File: config.mk
export PLATFORM = sky130hd
export DESIGN_NAME = integer_and_fixed_point_sqrt_core
export DESIGN_NICKNAME = d
export VERILOG_FILES = /design/src/hw/rtl/sqrt_pkg.sv /design/src/hw/rtl/integer_and_fixed_point_sqrt_core.sv
export SDC_FILE = /design/constraint.sdc
export NUM_CORES = 1
export LEC_CHECK = 0
export BUFFER_PORTS_ARGS = -buffer_cell sky130_fd_sc_hd__buf_2
export CAP_MARGIN = 5
export CORE_ASPECT_RATIO = 0.6
export CORE_MARGIN = 3
export CORE_UTILIZATION = 58
export CTS_CLUSTER_SIZE = 12
export DETAILED_ROUTE_END_ITERATION = 7
export PLACE_DENSITY = 0.79
export REMOVE_ABC_BUFFERS = 1
export SLEW_MARGIN = 20
export SYNTH_ARGS = -nofsm -noshare
export SYNTH_HDL_FRONTEND = slang
export SYNTH_SLANG_ARGS = --single-unit
export TNS_END_PERCENT = 20
File: constraint.sdc
create_clock -name clk -period 8 [get_ports clk]
set_input_delay 0.4 -clock clk [delete_from_list [all_inputs] [get_ports clk]]
set_output_delay 0.4 -clock clk [all_outputs]
set_load 0.1 [all_outputs]
File: src/hw/rtl/sqrt_pkg.sv
// Shared types and constants for the square root core.
// No dependencies.
package sqrt_pkg;

	typedef enum logic [1:0] {
		FUNC_INT32   = 2'd0,
		FUNC_INT64   = 2'd1,
		FUNC_INT_FIX = 2'd2,
		FUNC_FIX_FIX = 2'd3
	} func_t;

	typedef enum logic [1:0] {
		ST_IDLE,
		ST_ITER,
		ST_DONE
	} state_t;

	typedef struct packed {
		logic in_ready;
		logic step_en;
		logic out_load;
	} ctrl_t;

	localparam logic [63:0] INT_BIT_INIT   = 64'h4000_0000_0000_0000;
	localparam logic [31:0] FIX_BIT_INIT   = 32'h4000_0000;
	localparam logic [31:0] FRAC_BIT_INIT  = 32'h2000_0000;
	localparam logic [31:0] FRAC_ROUND     = 32'h0000_0040;
	localparam int          FRAC_SHIFT     = 7;
	localparam int          FRAC_LSB_POS   = 15;
	localparam int          FRAC_LAST_BIT  = 5;

endpackage

File: src/hw/rtl/integer_and_fixed_point_sqrt_core.sv
// Square root core: integer floor roots (32 and 64 bit) and rounded 16.16 roots.
// Depends on sqrt_pkg.
//
// One word is taken when in_ready is high; the core then works on it alone
// and drops in_ready until the result is loaded into the output register.
// A single 64-bit compare-and-subtract unit decides one root bit per cycle.
// The loop decides 32 root bits for func 0 and 1, 31 for func 2 and 25 for
// func 3; it starts on the cycle after the accept, and a rounding state
// follows it. The next word is accepted the cycle after the result is
// loaded, even if the result is still waiting on out_ready.
module integer_and_fixed_point_sqrt_core (
	input  logic            clk,
	input  logic            arst_n,
	input  logic            in_valid,
	output logic            in_ready,
	input  sqrt_pkg::func_t func,
	input  logic [63:0]     value,
	output logic            out_valid,
	input  logic            out_ready,
	output logic [31:0]     root
);
	import sqrt_pkg::*;

	state_t      state_q, state_n;
	ctrl_t       ctrl;
	func_t       func_q;
	logic [63:0] rem_q, acc_q, bit_q;
	logic        out_valid_q;
	logic [31:0] root_q;

	logic        fix;
	logic        last;
	logic [63:0] trial_w, cmp_trial;
	logic [64:0] diff;
	logic        ge;
	logic [31:0] fix_acc, fix_rem, round_sum;
	logic [31:0] root_n;

	assign fix       = func_q[1];
	assign last      = (func_q == FUNC_FIX_FIX) ? bit_q[FRAC_LAST_BIT] : bit_q[0];
	assign trial_w   = acc_q + bit_q;
	assign cmp_trial = fix ? {32'b0, trial_w[31:0]} : trial_w;
	assign diff      = {1'b0, rem_q} - {1'b0, cmp_trial};
	assign ge        = ~diff[64];
	assign fix_acc   = ge ? (trial_w[31:0] + bit_q[31:0]) : acc_q[31:0];
	assign fix_rem   = ge ? diff[31:0] : rem_q[31:0];
	assign round_sum = acc_q[31:0] + FRAC_ROUND;

	// next state
	always_comb begin
		state_n = state_q;
		case (state_q)
			ST_IDLE: begin
				if (in_valid)
					state_n = ST_ITER;
			end
			ST_ITER: begin
				if (last)
					state_n = ST_DONE;
			end
			ST_DONE: begin
				if (!out_valid_q || out_ready)
					state_n = ST_IDLE;
			end
			default: state_n = ST_IDLE;
		endcase
	end

	// control outputs
	always_comb begin
		ctrl = '0;
		case (state_q)
			ST_IDLE: ctrl.in_ready = 1'b1;
			ST_ITER: ctrl.step_en  = 1'b1;
			ST_DONE: ctrl.out_load = !out_valid_q || out_ready;
			default: ctrl = '0;
		endcase
	end

	// final rounding (the integer functions pass the floor root through)
	always_comb begin
		case (func_q)
			FUNC_INT32, FUNC_INT64: root_n = acc_q[31:0];
			FUNC_INT_FIX: root_n = (rem_q[31:0] > acc_q[31:0]) ?
				acc_q[31:0] + 32'd1 : acc_q[31:0];
			FUNC_FIX_FIX: root_n = round_sum >> FRAC_SHIFT;
			default: root_n = acc_q[31:0];
		endcase
	end

	always_ff @(posedge clk or negedge arst_n) begin
		if (!arst_n) begin
			state_q     <= ST_IDLE;
			out_valid_q <= 1'b0;
		end else begin
			state_q <= state_n;
			if (ctrl.out_load)
				out_valid_q <= 1'b1;
			else if (out_ready)
				out_valid_q <= 1'b0;
		end
	end

	always_ff @(posedge clk) begin
		if (ctrl.in_ready && in_valid) begin
			func_q <= func;
			case (func)
				FUNC_INT32: begin
					rem_q <= {32'b0, value[31:0]};
					acc_q <= '0;
					bit_q <= INT_BIT_INIT;
				end
				FUNC_INT64: begin
					rem_q <= value;
					acc_q <= '0;
					bit_q <= INT_BIT_INIT;
				end
				FUNC_INT_FIX: begin
					rem_q <= {32'b0, value[31:0]};
					acc_q <= '0;
					bit_q <= {32'b0, FIX_BIT_INIT};
				end
				FUNC_FIX_FIX: begin
					rem_q <= {33'b0, value[31:1]};
					acc_q <= {32'b0, 32'(value[0]) << FRAC_LSB_POS};
					bit_q <= {32'b0, FRAC_BIT_INIT};
				end
				default: begin
					rem_q <= value;
					acc_q <= '0;
					bit_q <= INT_BIT_INIT;
				end
			endcase
		end else if (ctrl.step_en) begin
			if (fix) begin
				rem_q <= {32'b0, fix_rem << 1};
				acc_q <= {32'b0, fix_acc};
				bit_q <= bit_q >> 1;
			end else begin
				rem_q <= ge ? diff[63:0] : rem_q;
				acc_q <= (acc_q >> 1) | (ge ? bit_q : 64'b0);
				bit_q <= bit_q >> 2;
			end
		end
		if (ctrl.out_load)
			root_q <= root_n;
	end

	assign in_ready  = ctrl.in_ready;
	assign out_valid = out_valid_q;
	assign root      = root_q;

endmodule

# Word-level counts from Yosys, hierarchy flattened
# Cells that the tools add are included.
totals:
  wordCells: 72
  regBits: 229
  in_bits: 70
op_classes:
  bitwise: 1
  muxes: 29
  n_reduce_logical: 15
  addsub: 5
  magnitude_cmp: 1
  eq_ne: 13
op_table:
  columns: ["operator", "n"]
  rows:
  - ["64-bit two-way mux", 11]
  - ["64-bit one-hot mux with 3 select lines", 2]
  - ["64-bit one-hot mux with 2 select lines", 1]
  - ["32-bit one-hot mux with 3 select lines", 1]
  - ["64-bit by 64-bit subtractor with 65-bit output", 1]
  - ["64-bit adder", 1]
  - ["32-bit two-way mux", 2]
  - ["63-bit by 64-bit OR with 64-bit output", 1]
  - ["63-bit two-way mux", 1]
  - ["32-bit by 1-bit adder with 32-bit output (second input constant)", 1]
  - ["32-bit adder", 1]
  - ["32-bit by 7-bit adder with 32-bit output (second input constant)", 1]
  - ["32-bit greater-than comparator", 1]
  - ["31-bit two-way mux", 1]
  - ["2-bit == test (second input constant)", 5]
  - ["2-bit by 1-bit == test with 1-bit output (second input constant)", 3]
  - ["2-bit logical NOT", 3]
  - ["1-bit two-way mux", 6]
  - ["2-bit two-way mux", 3]
  - ["2-bit != test (second input constant)", 3]
  - ["3-bit by 2-bit != test with 1-bit output (second input constant)", 2]
  - ["2-bit one-hot mux with 3 select lines", 1]
  - ["2-bit OR reduction", 3]
  - ["2-bit AND reduction", 2]
  - ["6 further kinds", 7]

# Depth between registers and ports, before layout
logic_depth:
  word_depth: 8
  ltp_mapped: 28
  ltp_nobuf: 25

# Worst setup path after synthesis
# OpenSTA, ideal clock, no wires.
synth_timing:
  path_type: "reg-to-reg"
  start: "register acc_q[16]"
  end: "register rem_q[0] (enable)"
  arrival_time_ns: 7.673
  synth_period_minus_slack_ns: 8.159
  required_ns: 7.514
  n_path_buf: 5
  setup_slack_ns: -0.159
  path_stages_with_launch: 28
  path_cell_list: "edfxtp_1 > ha_1 > clkbuf_1 > a21o_1 > a21oi_1 > nor3_1 > o311a_1 > a211o_1 > a221o_1 > a21o_1 > a21o_1 > a21oi_1 > xnor2_1 > nand2_1 > ha_1 > clkbuf_1 > nand2_1 > nor2_1 > a221oi_1 > o221ai_1 > a221o_1 > nand2b_1 > o221a_1 > buf_4 > buf_6 > buf_4 > nor2_1 > nor2_1"
synth_via:
  elab_chain_len: 5
synth_rtl:
  columns: ["element", "line", "source"]
  rows:
  - ["start: declaration", "integer_and_fixed_point_sqrt_core.sv:27", "logic [63:0] rem_q, acc_q, bit_q;"]
  - ["start signal: assignment", "integer_and_fixed_point_sqrt_core.sv:125", "acc_q <= {32'b0, 32'(value[0]) << FRAC_LSB_POS};"]
  - ["start signal: assignment", "integer_and_fixed_point_sqrt_core.sv:137", "acc_q <= {32'b0, fix_acc};"]
  - ["start signal: assignment", "integer_and_fixed_point_sqrt_core.sv:141", "acc_q <= (acc_q >> 1) | (ge ? bit_q : 64'b0);"]
  - ["64-bit adder", "integer_and_fixed_point_sqrt_core.sv:41", "assign trial_w = acc_q + bit_q;"]
  - ["64-bit two-way mux", "integer_and_fixed_point_sqrt_core.sv:42", "assign cmp_trial = fix ? {32'b0, trial_w[31:0]} : trial_w;"]
  - ["64-bit by 64-bit subtractor with 65-bit output", "integer_and_fixed_point_sqrt_core.sv:43", "assign diff = {1'b0, rem_q} - {1'b0, cmp_trial};"]
  - ["3-bit by 2-bit != test with 1-bit output (no line)", null, null]
  - ["2-bit AND reduction (no line)", null, null]
  - ["end signal: assignment", "integer_and_fixed_point_sqrt_core.sv:109", "rem_q <= {32'b0, value[31:0]};"]
  - ["end signal: assignment", "integer_and_fixed_point_sqrt_core.sv:114", "rem_q <= value;"]
  - ["end signal: assignment", "integer_and_fixed_point_sqrt_core.sv:119", "rem_q <= {32'b0, value[31:0]};"]
  - ["end: declaration", "integer_and_fixed_point_sqrt_core.sv:27", null]
# No other way between the ends.
# A chain may end at the register's enable or synchronous reset.

# Final worst setup path
layout_timing:
  start: "register bit_q[1]"
  end: "register acc_q[21] (data pin)"
layout_via:
  elab_chain_len: 8
layout_rtl:
  columns: ["element", "line", "source"]
  rows:
  - ["start: declaration", "integer_and_fixed_point_sqrt_core.sv:27", null]
  - ["start signal: assignment", "integer_and_fixed_point_sqrt_core.sv:121", "bit_q <= {32'b0, FIX_BIT_INIT};"]
  - ["start signal: assignment", "integer_and_fixed_point_sqrt_core.sv:126", "bit_q <= {32'b0, FRAC_BIT_INIT};"]
  - ["start signal: assignment", "integer_and_fixed_point_sqrt_core.sv:138", "bit_q <= bit_q >> 1;"]
  - ["64-bit adder", "integer_and_fixed_point_sqrt_core.sv:41", null]
  - ["64-bit two-way mux", "integer_and_fixed_point_sqrt_core.sv:42", null]
  - ["64-bit by 64-bit subtractor with 65-bit output", "integer_and_fixed_point_sqrt_core.sv:43", null]
  - ["64-bit two-way mux", "integer_and_fixed_point_sqrt_core.sv:141", null]
  - ["63-bit by 64-bit OR with 64-bit output", "integer_and_fixed_point_sqrt_core.sv:141", null]
  - ["64-bit two-way mux *", "integer_and_fixed_point_sqrt_core.sv:135", "if (fix) begin"]
  - ["64-bit two-way mux *", "integer_and_fixed_point_sqrt_core.sv:134", "end else if (ctrl.step_en) begin"]
  - ["64-bit two-way mux *", "integer_and_fixed_point_sqrt_core.sv:105", "if (ctrl.in_ready && in_valid) begin"]
# Every way passes the cells marked *; elsewhere a longest branch is shown, timed or not. The select of a mux whose other input is x is not followed.

==> flow_summary.ini <==
[flow_run]
max_cap_viol_count = 0

[global_routing]
grt_pass1_vias = 17700
overflow = 0
grt_pass1_wl_um = 106000
grt_use_total_pct = 34.9
antenna_found_initial = 2
grt_start_max_net_pins = 140

[timing]
tightest_slew_ns = 1.21
final_max_slew_viol_count = 0
clock_skew_ns = 0.0153
period_minus_slack_ns = 7.21
worst_slack_ns = 0.792
fmax_mhz = 139
tns_ns = 0
finalHoldViolCount = 0
post-route-period-util_pct = 90.1
rsz0062_at_grt = false
max-slew-margin-rel_pct = 19.3
setup_viol = 0

[finish]
fin_cells = 2945
antennaDiodeCount = 0
area_growth_pct = 7.15
final_cell_area_mm2 = 0.0227
nets = 2727
drive_gt1_share_pct = 8.07

[logic_synthesis]
async_flop_share_pct = 1.32
synth_top_area_cell = edfxtp_1
syn_area_mm2 = 0.0212
synthCells = 2438
synth_edf_count = 224
synth_ff_type = edfxtp_1
synth.distinct_cells = 81
synth-seq-cells = 227
yosysSeqAreaShare_pct = 32.1
synth_top_cells_by_area = edfxtp_1, ha_1, a21oi_1
avgSynthCellArea_um2 = 8.69
yosys.area.top_type_share_pct = 31.8
ys_warn_count = 0

[clocking]
clock-sinks = 227
cts_root_buf = clkbuf_16
path_clk_slew_ns = 0.07
clockBufferDepth = 3
cts_buffers = 25
cts_tree = done
htreeDepth = 1
ctsResizeCount = 0
worstSkewPairLatency_ns = 0.56

[worst_setup_path]
crit_arrival_ns = 7.58
path_max_fanout = 43
path_delay_family = compound AO/OA/AOI/OAI gates
slowest_stage = o221a_4
cp.required_ns = 8.37
critical-path-max-stage-delay_ns = 0.75
critPathLaunchType = flop
cp_cell_sequence = ha_1, a211oi_1, o211ai_1, a22oi_1, o21ai_0, o21a_1, a211oi_1, xnor2_1, inv_1, ha_1, nand4_1, or4_1, a211o_1, a31oi_2, o21ai_2, a31oi_4, and3_1, o221a_4, buf_4, a211oi_1, a211oi_1
path_common_cell = a211oi_1
cp.buffers_inverters = 2
worst-setup-path-type = reg2reg
cp-end-kind = flop

[place]
port_buffers = 103
dp_cells = 2901
gp_congestion = 1.03
hpwl_um = 53700
pre_cts_ws_ns = 1.04
place_area_mm2 = 0.0219

[floorplanning]
ios = 104
initial_core_util_pct = 59.7
die_h_um = 154
fp-row-count = 53
fp.coreArea_mm2 = 0.0355
die_w_um = 253
design.die.area_mm2 = 0.0389

[drt]
wl_per_cell_um = 23.8
vias_per_cell = 6.88
drt_iter0_drc = 3318
dr.pass1.iters = 8
vias = 20300
ant_nets = 0
drc = 2
drt_wl_total_um = 70100

[run_status]
violations = DRC
outcome = finished with violations

[min_path]
hold_path.class = in2reg
==> tightest hold or removal path, delay by kind of cell <==
kind                   cells  cell delay [ns]
buffers and inverters      1             0.07
AO/OA/AOI/OAI              1             0.05
AND/OR/NAND/NOR            1             0.03
==> sequential cells by signal (all words and copies together) (netlist names) <==
register,cells
rem_q,64
acc_q,63
bit_q,63
out_valid,1
state_q,2
func_q,2
root,32
==> metal layers <==
layer	part of all wire [%]	wire [µm]	up-vias	GRT usage (%)
met1	46	32000	9484	56.8
li1	-	-	9187	-
met3	18	12500	108	15.4
met5	0.039	27	-	0
met2	35	24400	1468	41.0
met4	1.7	1210	4	6.03
==> layout make-up <==
| class | instances | area (µm²) |
|---|---|---|
| clock buffer | 36 | 677 |
| clock inverter | 7 | 90.1 |
| fill | 2953 | 12800 |
| inverter | 122 | 459 |
| multi-input combinational | 1963 | 13400 |
| sequential | 227 | 6800 |
| tap | 467 | 584 |
| timing repair buffer | 123 | 681 |
==> cell usage after synthesis, types with 18 or more instances <==
master    number
clkbuf_1     100
nand4_1       48
a211oi_1      47
a31oi_1       19
nor2_1       212
inv_1        121
xnor2_1      114
a21o_1       101
o21bai_1      27
nand2_1      196
edfxtp_1     224
o21a_1        18
nand2b_1      19
a222oi_1      29
nor3_1        30
mux2i_1       93
o21ai_0      166
o21ai_1       33
a21oi_2       20
a21oi_1      256
nand3_1       49
xor2_1        54
and3_1        27
nor2b_1       19
ha_1         192
==> final timing paths <==
path / end / cells after the start / slack [ns] / startpoint
worst max-delay path: acc_q[21] / 21 / 0.79 / bit_q[1]
worst min-delay path: rem_q[56] / 3 / 0.11 / value[56]
worst max register to register: acc_q[21] / 21 / 0.79 / bit_q[1]
worst min register to register: state_q[0] / 1 / 0.51 / state_q[1]
max in group asynchronous: state_q[1] / 2 / 7.71 / arst_n
min in group asynchronous: out_valid / 2 / 0.18 / arst_n
==> repair_timing <==
| action | 4_1_cts | 5_1_grt |
|---|---|---|
| hold endpoints to repair | 3 | 0 |
| setup buffers | 0 | 0 |
| hold buffers | 1 | 0 |
==> metrics by stage <==
stage	utilization, %	hold slack [ns]
floorplan	-	0.104
global placement	61.8	0.196
detailed placement	61.8	0.199
CTS	64.0	0.102
global route	64.0	0.115
finish	64.0	0.110
==> logic make-up (layout without fill, tap and decap cells) <==
family / after synthesis / count (layout) / share of synthesized area (%)
compound gates: 850 / 850 / 25.8
xor+xnor: 168 / 168 / 6.95
fa+ha+maj: 195 / 195 / 11.6
buf+inv: 248 / 288 / 4.78
flops: 227 / 227 / 32.1
mux: 95 / 95 / 4.50
simple gates: 655 / 655 / 14.3
==> layout by cell type, fill, tap and decap left out, types with 48 or more instances in the layout <==
cell	instances
nand2_1	195
a21oi_1	255
inv_1	119
nand4_1	48
o21ai_0	166
ha_1	192
edfxtp_1	224
mux2i_1	93
a21o_1	101
xor2_1	54
nand3_1	49
xnor2_1	114
buf_2	103
nor2_1	209
Power is left out: the tool's default activity adds up to more than one toggle a clock period on the data nets, which glitch-free logic cannot reach.
